--- src/design/ptb_pkg.sv ---
// Package for the periodic timer bank: sizes, command and status codes,
// and the item and slot record types shared by the modules.
// No dependencies.
package ptb_pkg;

  localparam int TIMER_SLOTS = 16;
  localparam int MAX_RES     = 16;

  localparam int SLOT_W     = 4;
  localparam int DATA_W     = 32;
  localparam int IDX_W      = (TIMER_SLOTS > 1) ? $clog2(TIMER_SLOTS) : 1;
  localparam int CMP_W      = ((IDX_W > SLOT_W) ? IDX_W : SLOT_W) + 1;
  localparam int EVT_CNT_W  = $clog2(MAX_RES + 1);

  typedef logic [IDX_W-1:0]     idx_t;
  typedef logic [CMP_W-1:0]     cmp_t;
  typedef logic [EVT_CNT_W-1:0] evt_cnt_t;
  typedef logic [SLOT_W-1:0]    slot_t;
  typedef logic [DATA_W-1:0]    data_t;

  localparam logic [2:0] OP_TICK    = 3'd0;
  localparam logic [2:0] OP_SETUP   = 3'd1;
  localparam logic [2:0] OP_START   = 3'd2;
  localparam logic [2:0] OP_STOP    = 3'd3;
  localparam logic [2:0] OP_DESTROY = 3'd4;
  localparam logic [2:0] OP_READ    = 3'd5;

  localparam logic [2:0] ST_UNUSED    = 3'd0;
  localparam logic [2:0] ST_CREATED   = 3'd1;
  localparam logic [2:0] ST_STARTED   = 3'd2;
  localparam logic [2:0] ST_RUNNING   = 3'd3;
  localparam logic [2:0] ST_STOPPED   = 3'd4;
  localparam logic [2:0] ST_DESTROYED = 3'd5;

  localparam logic KIND_EXPIRY = 1'b0;
  localparam logic KIND_INFO   = 1'b1;

  typedef struct packed {
    logic [2:0] opcode;
    slot_t      slot;
    data_t      start_delay;
    data_t      period;
    logic       hard_class;
  } in_item_t;

  typedef struct packed {
    logic       kind;
    slot_t      event_slot;
    logic       event_hard;
    data_t      info_start_delay;
    data_t      info_period;
    logic [2:0] info_state;
    logic       last;
  } out_item_t;

  typedef struct packed {
    data_t      start_delay;
    data_t      period;
    data_t      remaining;
    logic       hard;
    logic [2:0] status;
  } slot_rec_t;

  // Status of the record passing the update unit in the current cycle.
  typedef struct packed {
    logic expire;
    logic read_hit;
  } upd_res_t;

endpackage

--- src/design/ptb_cell.sv ---
// One cell of the slot ring: holds the record of one timer slot and takes
// its neighbor's record (the update unit's output at the tail) on every shift. Depends on ptb_pkg.
module ptb_cell (
  input  logic                clk,
  input  logic                rst_n,
  input  logic                shift_en,
  input  ptb_pkg::slot_rec_t  rec_in,
  output ptb_pkg::slot_rec_t  rec_out
);

  ptb_pkg::slot_rec_t rec_r;
  ptb_pkg::slot_rec_t rec_nxt;

  always_comb begin
    rec_nxt = rec_r;
    if (shift_en) begin
      rec_nxt = rec_in;
    end
  end

  always_ff @(posedge clk) begin
    if (!rst_n) begin
      rec_r <= '0;
    end else begin
      rec_r <= rec_nxt;
    end
  end

  assign rec_out = rec_r;

endmodule

--- src/design/ptb_update.sv ---
// Update unit at the head of the slot ring: applies the current command to
// the record of the slot passing by and flags expiries and readback hits.
// Depends on ptb_pkg.
module ptb_update (
  input  ptb_pkg::in_item_t   cmd,
  input  ptb_pkg::idx_t       head_idx,
  input  logic                pass_soft,
  input  ptb_pkg::slot_rec_t  rec_in,
  output ptb_pkg::slot_rec_t  rec_out,
  output ptb_pkg::upd_res_t   res
);

  logic           hit;
  logic           active;
  logic           class_ok;
  ptb_pkg::data_t init_cnt;

  assign hit      = (ptb_pkg::cmp_t'(cmd.slot) == ptb_pkg::cmp_t'(head_idx));
  assign active   = (rec_in.status == ptb_pkg::ST_STARTED) ||
                    (rec_in.status == ptb_pkg::ST_RUNNING);
  assign class_ok = (rec_in.hard == !pass_soft);

  // Initial count for set up uses the new settings, for start the stored ones.
  always_comb begin
    init_cnt = '0;
    if (cmd.opcode == ptb_pkg::OP_SETUP) begin
      init_cnt = (cmd.start_delay != '0) ? cmd.start_delay : cmd.period;
    end else begin
      init_cnt = (rec_in.start_delay != '0) ? rec_in.start_delay : rec_in.period;
    end
  end

  always_comb begin
    rec_out      = rec_in;
    res.expire   = 1'b0;
    res.read_hit = 1'b0;
    unique case (cmd.opcode)
      ptb_pkg::OP_TICK: begin
        if (class_ok && active) begin
          if (rec_in.remaining != '0) begin
            rec_out.remaining = rec_in.remaining - 1'b1;
          end
          if (rec_in.remaining == '0 || rec_in.remaining == ptb_pkg::data_t'(1)) begin
            res.expire = 1'b1;
            if (rec_in.period != '0) begin
              rec_out.remaining = rec_in.period;
              rec_out.status    = ptb_pkg::ST_STARTED;
            end else begin
              rec_out.status    = ptb_pkg::ST_STOPPED;
            end
          end
        end
      end
      ptb_pkg::OP_SETUP: begin
        if (hit) begin
          rec_out.start_delay = cmd.start_delay;
          rec_out.period      = cmd.period;
          rec_out.hard        = cmd.hard_class;
          rec_out.remaining   = init_cnt;
          rec_out.status      = ptb_pkg::ST_CREATED;
        end
      end
      ptb_pkg::OP_START: begin
        if (hit && (rec_in.status == ptb_pkg::ST_CREATED ||
                    rec_in.status == ptb_pkg::ST_STOPPED)) begin
          rec_out.remaining = init_cnt;
          rec_out.status    = ptb_pkg::ST_STARTED;
        end
      end
      ptb_pkg::OP_STOP: begin
        if (hit && active) begin
          rec_out.status = ptb_pkg::ST_STOPPED;
        end
      end
      ptb_pkg::OP_DESTROY: begin
        if (hit) begin
          rec_out.status = ptb_pkg::ST_DESTROYED;
        end
      end
      ptb_pkg::OP_READ: begin
        res.read_hit = hit;
      end
      default: begin
      end
    endcase
  end

endmodule

--- src/design/periodic_timer_bank.sv ---
// Top level of the periodic timer bank: command sequencer, ring of slot
// cells and result output. Depends on ptb_pkg, ptb_cell and ptb_update.

// The slot records sit in a ring of TIMER_SLOTS cells that rotates one place
// per cycle in the walk state past a single update unit, so every command
// walks the whole bank. Set up, start, stop, destroy, read info and unknown
// opcodes keep busy high for one walk of the ring and the flush state; a tick
// walks the ring twice, hard class first, before the flush. Results appear
// on out_item for a single cycle with out_strobe high and cannot be stalled;
// the receiver must take each one as it comes. A tick reports up to 16 expiry
// events, in order of hard class first and then ascending slot, with last set
// on the final one; a tick without expiries gives no result. A read info gives
// exactly one result. Reset clears every slot to unused.
module periodic_timer_bank (
  input  logic                clk,
  input  logic                rst_n,
  input  logic                start,
  output logic                busy,
  input  ptb_pkg::in_item_t   in_item,
  output logic                out_strobe,
  output ptb_pkg::out_item_t  out_item
);

  typedef enum logic [2:0] {
    S_IDLE  = 3'b001,
    S_WALK  = 3'b010,
    S_FLUSH = 3'b100
  } state_t;

  state_t              state_r, state_nxt;
  ptb_pkg::in_item_t   cmd_r, cmd_nxt;
  ptb_pkg::idx_t       cnt_r, cnt_nxt;
  logic                pass_r, pass_nxt;
  logic                hold_v_r, hold_v_nxt;
  ptb_pkg::slot_t      hold_slot_r, hold_slot_nxt;
  logic                hold_hard_r, hold_hard_nxt;
  ptb_pkg::evt_cnt_t   evt_cnt_r, evt_cnt_nxt;
  logic                out_strobe_r, out_strobe_nxt;
  ptb_pkg::out_item_t  out_item_r, out_item_nxt;

  ptb_pkg::slot_rec_t  ring [ptb_pkg::TIMER_SLOTS];
  ptb_pkg::slot_rec_t  upd_rec;
  ptb_pkg::upd_res_t   upd_res;
  logic                shift_en;
  logic                walk_end;
  logic                report;
  logic                slot_in_bank;

  assign shift_en = (state_r == S_WALK);

  for (genvar i = 0; i < ptb_pkg::TIMER_SLOTS; i++) begin : g_cell
    if (i == ptb_pkg::TIMER_SLOTS - 1) begin : g_tail
      ptb_cell u_cell (
        .clk      (clk),
        .rst_n    (rst_n),
        .shift_en (shift_en),
        .rec_in   (upd_rec),
        .rec_out  (ring[i])
      );
    end else begin : g_body
      ptb_cell u_cell (
        .clk      (clk),
        .rst_n    (rst_n),
        .shift_en (shift_en),
        .rec_in   (ring[i+1]),
        .rec_out  (ring[i])
      );
    end
  end

  ptb_update u_update (
    .cmd       (cmd_r),
    .head_idx  (cnt_r),
    .pass_soft (pass_r),
    .rec_in    (ring[0]),
    .rec_out   (upd_rec),
    .res       (upd_res)
  );

  assign slot_in_bank = (ptb_pkg::cmp_t'(cmd_r.slot) <
                         ptb_pkg::cmp_t'(ptb_pkg::TIMER_SLOTS));
  assign walk_end = (cnt_r == ptb_pkg::idx_t'(ptb_pkg::TIMER_SLOTS - 1)) &&
                    (pass_r || cmd_r.opcode != ptb_pkg::OP_TICK);
  // Slots past the event limit are still updated but not reported.
  assign report   = shift_en && upd_res.expire &&
                    (evt_cnt_r < ptb_pkg::evt_cnt_t'(ptb_pkg::MAX_RES));

  always_comb begin
    state_nxt      = state_r;
    cmd_nxt        = cmd_r;
    cnt_nxt        = cnt_r;
    pass_nxt       = pass_r;
    hold_v_nxt     = hold_v_r;
    hold_slot_nxt  = hold_slot_r;
    hold_hard_nxt  = hold_hard_r;
    evt_cnt_nxt    = evt_cnt_r;
    out_strobe_nxt = 1'b0;
    out_item_nxt   = out_item_r;

    unique case (state_r)
      S_IDLE: begin
        if (start) begin
          cmd_nxt     = in_item;
          cnt_nxt     = '0;
          pass_nxt    = 1'b0;
          hold_v_nxt  = 1'b0;
          evt_cnt_nxt = '0;
          state_nxt   = S_WALK;
        end
      end
      S_WALK: begin
        // An expiry is held back until the next one is reported so that last can be set on the
        // final event once the walk is over.
        if (report) begin
          if (hold_v_r) begin
            out_strobe_nxt = 1'b1;
            out_item_nxt   = '0;
            out_item_nxt.kind       = ptb_pkg::KIND_EXPIRY;
            out_item_nxt.event_slot = hold_slot_r;
            out_item_nxt.event_hard = hold_hard_r;
          end
          hold_v_nxt    = 1'b1;
          hold_slot_nxt = ptb_pkg::slot_t'(cnt_r);
          hold_hard_nxt = ring[0].hard;
          evt_cnt_nxt   = evt_cnt_r + 1'b1;
        end
        if (upd_res.read_hit) begin
          out_strobe_nxt = 1'b1;
          out_item_nxt.kind             = ptb_pkg::KIND_INFO;
          out_item_nxt.event_slot       = cmd_r.slot;
          out_item_nxt.event_hard       = ring[0].hard;
          out_item_nxt.info_start_delay = ring[0].start_delay;
          out_item_nxt.info_period      = ring[0].period;
          out_item_nxt.info_state       = ring[0].status;
          out_item_nxt.last             = 1'b1;
        end
        if (cnt_r == ptb_pkg::idx_t'(ptb_pkg::TIMER_SLOTS - 1)) begin
          cnt_nxt  = '0;
          pass_nxt = 1'b1;
        end else begin
          cnt_nxt  = cnt_r + 1'b1;
        end
        if (walk_end) begin
          state_nxt = S_FLUSH;
        end
      end
      S_FLUSH: begin
        if (cmd_r.opcode == ptb_pkg::OP_TICK && hold_v_r) begin
          out_strobe_nxt = 1'b1;
          out_item_nxt   = '0;
          out_item_nxt.kind       = ptb_pkg::KIND_EXPIRY;
          out_item_nxt.event_slot = hold_slot_r;
          out_item_nxt.event_hard = hold_hard_r;
          out_item_nxt.last       = 1'b1;
        end else if (cmd_r.opcode == ptb_pkg::OP_READ && !slot_in_bank) begin
          out_strobe_nxt = 1'b1;
          out_item_nxt   = '0;
          out_item_nxt.kind       = ptb_pkg::KIND_INFO;
          out_item_nxt.event_slot = cmd_r.slot;
          out_item_nxt.info_state = ptb_pkg::ST_UNUSED;
          out_item_nxt.last       = 1'b1;
        end
        hold_v_nxt = 1'b0;
        state_nxt  = S_IDLE;
      end
      default: begin
        state_nxt = S_IDLE;
      end
    endcase
  end

  always_ff @(posedge clk) begin
    if (!rst_n) begin
      state_r      <= S_IDLE;
      cnt_r        <= '0;
      pass_r       <= 1'b0;
      hold_v_r     <= 1'b0;
      evt_cnt_r    <= '0;
      out_strobe_r <= 1'b0;
    end else begin
      state_r      <= state_nxt;
      cnt_r        <= cnt_nxt;
      pass_r       <= pass_nxt;
      hold_v_r     <= hold_v_nxt;
      evt_cnt_r    <= evt_cnt_nxt;
      out_strobe_r <= out_strobe_nxt;
    end
  end

  always_ff @(posedge clk) begin
    cmd_r       <= cmd_nxt;
    hold_slot_r <= hold_slot_nxt;
    hold_hard_r <= hold_hard_nxt;
    out_item_r  <= out_item_nxt;
  end

  assign busy       = (state_r != S_IDLE);
  assign out_strobe = out_strobe_r;
  assign out_item   = out_item_r;

endmodule

--- config.mk ---
export PLATFORM = sky130hd
export DESIGN_NAME = periodic_timer_bank
export DESIGN_NICKNAME = d
export VERILOG_FILES = /design/src/design/ptb_pkg.sv /design/src/design/ptb_cell.sv /design/src/design/ptb_update.sv /design/src/design/periodic_timer_bank.sv
export SDC_FILE = /design/constraint.sdc
export NUM_CORES = 2
export LEC_CHECK = 0
export BUFFER_PORTS_ARGS = -buffer_cell sky130_fd_sc_hd__buf_2
export CORE_MARGIN = 8
export CORE_UTILIZATION = 55
export DETAILED_ROUTE_END_ITERATION = 12
export GPL_ROUTABILITY_DRIVEN = 1
export PLACE_DENSITY = 0.68
export SYNTH_ARGS = -nofsm -noshare
export SYNTH_HDL_FRONTEND = slang
export SYNTH_HIERARCHICAL = 1
export SYNTH_SLANG_ARGS = --single-unit
--- constraint.sdc ---
create_clock -name clk -period 5.2 [get_ports clk]
set_input_delay 0.52 -clock clk [delete_from_list [all_inputs] [get_ports clk]]
set_output_delay 0.52 -clock clk [all_outputs]
set_load 0.02 [all_outputs]
==> results.py <==
metrics = {
    "outcome": {
        "status": "finished clean",
    },
    "timing": {
        "drv_slew": 0,
        "rsz0062_at_grt": "no",
        "fin_ws_ns": 1.252,
        "relSlewSlack_pct": 11.12,
        "min_period_over_period_pct": 75.93,
        "fin_tns_setup_ns": 0,
        "fmax_mhz": 253.3,
        "hold_ws_ns": 0.2080,
        "tightestPinTransition_ns": 1.330,
        "fin_skew_ns": 0.02708,
        "layout_min_cycle_time_ns": 3.948,
        "finalSetupViolCount": 0,
        "hold_violations": 0,
    },
    "synthesis": {
        "synth_cell_types": 78,
        "ys.flop_type": "dfxtp_1",
        "syn_nets": 6194,
        "synth.ff_latch_count": 1766,
        "synth_async_sr_flop_share_pct": 0,
        "synth_edf_count": 151,
        "netlist_instances": 6114,
        "yosys_warnings": 6,
        "yosysSeqAreaShare_pct": 52.13,
        "postSynthAreaPerCell_um2": 11.57,
        "synth_area_um2": 70710,
    },
    "cells_and_area": {
        "drive_above_1_share_pct": 8.278,
        "num-fill-cells": 10474,
        "num-nets-final": 6254,
        "syn2layout_area_growth_pct": 9.235,
    },
    "floorplanning": {
        "start_util_pct": 55.45,
        "coreArea_um2": 127500,
        "die_y_um": 374.6,
        "rows": 131,
        "ioPinCount": 151,
        "die_area_um2": 140300,
        "die_x_um": 374.6,
    },
    "global_routing": {
        "grt_max_degree": 267,
        "grt_overflow": 0,
        "grt_usage_pct": 19.61,
        "grt_pass1_vias": 39674,
        "antenna_found_initial": 7,
        "grt_pass1_wl_um": 224000,
    },
    "detailed_routing": {
        "vias": 41471,
        "route.antenna.remaining_nets": 0,
        "drtIter0Drc": 2942,
        "routedWlPerCell_um": 17.96,
        "drt-total-wl_um": 143300,
        "vias_per_cell": 5.196,
        "drc": 0,
        "drtPass1Iterations": 5,
    },
    "power_and_ir_drop": {
        "pwr-share-clk_pct": 46.5,
        "comb_power_share_pct": 2.9,
        "internal_power_mw": 21.50,
        "total_leakage_power_nw": 23.96,
        "seq_power_share_pct": 50.7,
        "power_density_nw_per_um2": 354.0,
        "switching_power_mw": 5.837,
        "vdd_drop_max_uv": 378.9,
        "p_sw_share_pct": 21.35,
    },
    "clocking": {
        "cts.path.max_buffers": 3,
        "cts_root_buf": "clkbuf_16",
        "cts_tree": "built",
        "clkLatencyLatePin_ns": 0.81,
        "cts_buffers": 180,
        "clk_pin_slew_worst_paths_ns": 0.06,
        "h-tree-depth": 4,
        "cts.sinks": 1766,
        "post-cts-setup-buffers": 0,
    },
    "setup_path": {
        "crit_arrival_ns": 4.68,
        "critical_path_class": "register to register",
        "cp-start-kind": "register",
        "end_kind": "register",
        "worstPathRequired_ns": 5.93,
        "worstPathMaxFanout": 31,
    },
    "worst_hold_path": {
        "hold_path_class": "input pin to register",
    },
    "place": {
        "gp_congestion": 0.8668,
        "preCtsSetupSlack_ns": 1.227,
        "dp_hpwl_um": 87500,
        "io_buffers": 150,
    },
    "job": {
        "cap_violations": 0,
    },
}
==> power by group through the flow <==
stage               Combinational [mW]  Sequential (mW)  Clock, mW
finish                           0.788             13.9       12.7
global route                     0.831             13.8       13.6
CTS                              0.786             13.8       13.0
detailed placement               0.740             14.1          0
global placement                 0.741             14.1          0
floorplan                        0.685             14.1          0
==> cells in the final DEF, fill, tap and decap left out, types with 7 or more instances in the layout <==
master,synthesis,layout
a21o_1,13,13
a21oi_1,72,72
a221oi_1,22,22
and2_1,68,68
and3_1,7,7
buf_12,17,14
buf_2,4,149
buf_4,1,46
clkbuf_1,203,46
clkbuf_16,0,182
clkbuf_8,0,51
clkinv_2,0,28
dfxtp_1,1615,1615
dlygate4sd3_1,0,72
edfxtp_1,151,151
inv_1,9,8
mux2i_1,1606,1606
nand2_1,230,229
nand2b_1,8,8
nand3_1,31,31
nand4_1,10,10
nor2_1,39,37
nor2b_1,1605,1604
nor3_1,20,20
nor4_1,34,34
o211ai_1,18,18
o21ai_0,35,35
o22ai_1,8,8
xor2_1,9,9
==> logic make-up after synthesis <==
logic type,synth area share (%)
muxes,22.81
xor gates and xnor gates,0.1734
AOI/OAI and AO/OA,1.964
buffers and inverters,5.206
and+or+nand+nor,17.62
adders and majority gates,0.08847
DFF,52.13
==> Yosys cell counts, types with 17 or more instances <==
library cell | count | area share [%]
clkbuf_1 | 203 | 1.1
o211ai_1 | 18 | 0.19
nor4_1 | 34 | 0.30
nor3_1 | 20 | 0.14
nor2b_1 | 1605 | 14
a221oi_1 | 22 | 0.27
buf_12 | 17 | 0.48
nand3_1 | 31 | 0.22
dfxtp_1 | 1615 | 46
nand2_1 | 230 | 1.2
mux2i_1 | 1606 | 23
and2_1 | 68 | 0.60
buf_8 | 160 | 3.4
a21oi_1 | 72 | 0.51
edfxtp_1 | 151 | 6.4
o21ai_0 | 35 | 0.25
nor2_1 | 39 | 0.21
==> per-layer routing <==
metal | up-vias | global-route usage, % | wire (um)
li1 | 20744 | - | -
met2 | 846 | 29.45 | 60700
met3 | 200 | 4.676 | 8855
met4 | 2 | 5.573 | 3192
met1 | 19679 | 28.14 | 70570
met5 | - | 0 | 13
==> area by class of cell <==
type,count,area (um2),share of cell area [%]
Multi-Input combinational cell,3934,30210,39.10
Tap cell,1662,2079,2.692
Antenna cell,2,5.005,0.006479
Inverter,10,65.06,0.08423
Sequential cell,1766,36870,47.73
Timing Repair Buffer,282,2107,2.728
Clock inverter,47,486.7,0.6301
Clock buffer,279,5429,7.028
==> worst max-delay path: stages (launching register included) <==
cell and delay (ns):
edfxtp_1 0.59, nor4_1 0.78, nand4_1 0.45, nor2_4 1.00
a21oi_1 0.15, o21ai_0 0.35, a221oi_1 0.10, o211ai_1 0.18
mux2i_1 0.11, nor2b_1 0.13
==> per-stage QoR <==
step,cell area (um2),cells,power (mW),util (%)
3_5_place_dp,70600,7582,14.88,55.37
3_3_place_gp,70600,7582,14.88,55.37
2_1_floorplan,70710,6114,14.76,-
5_1_grt,77240,7980,28.25,60.57
6_report,77240,7982,27.34,60.57
4_1_cts,77240,7980,27.65,60.57
==> state kept, by name (all words and copies together), names as in the netlist <==
| name | flops |
|---|---|
| g_cell.g_body.u_cell/rec_out | 1500 |
| g_cell.g_tail.u_cell/rec_out | 100 |
| out_item | 74 |
| cmd_r | 72 |
| evt_cnt_r | 5 |
| cnt_r | 4 |
| hold_slot_r | 4 |
| state_r | 3 |
| hold_hard_r | 1 |
| hold_v_r | 1 |
| out_strobe | 1 |
| pass_r | 1 |
==> what timing repair did <==
item | in CTS | in global routing
hold buffers | 72 | 0
endpoints found under the setup margin | 0 | 0
gates resized for setup | 0 | 0
hold endpoints to repair | 72 | 0
==> path summary, 6_finish.rpt <==
path | slack (ns) | to | depth (start not counted) | from
max | 1.25 | g_cell[15].g_tail.u_cell/rec_out[28] | 9 | cmd_r[40]
min | 0.21 | cnt_r[2] | 4 | start
min reg2reg | 0.48 | evt_cnt_r[1] | 2 | evt_cnt_r[1]
max reg2reg | 1.25 | g_cell[15].g_tail.u_cell/rec_out[28] | 9 | cmd_r[40]
Power figures use the tool's default switching activity.
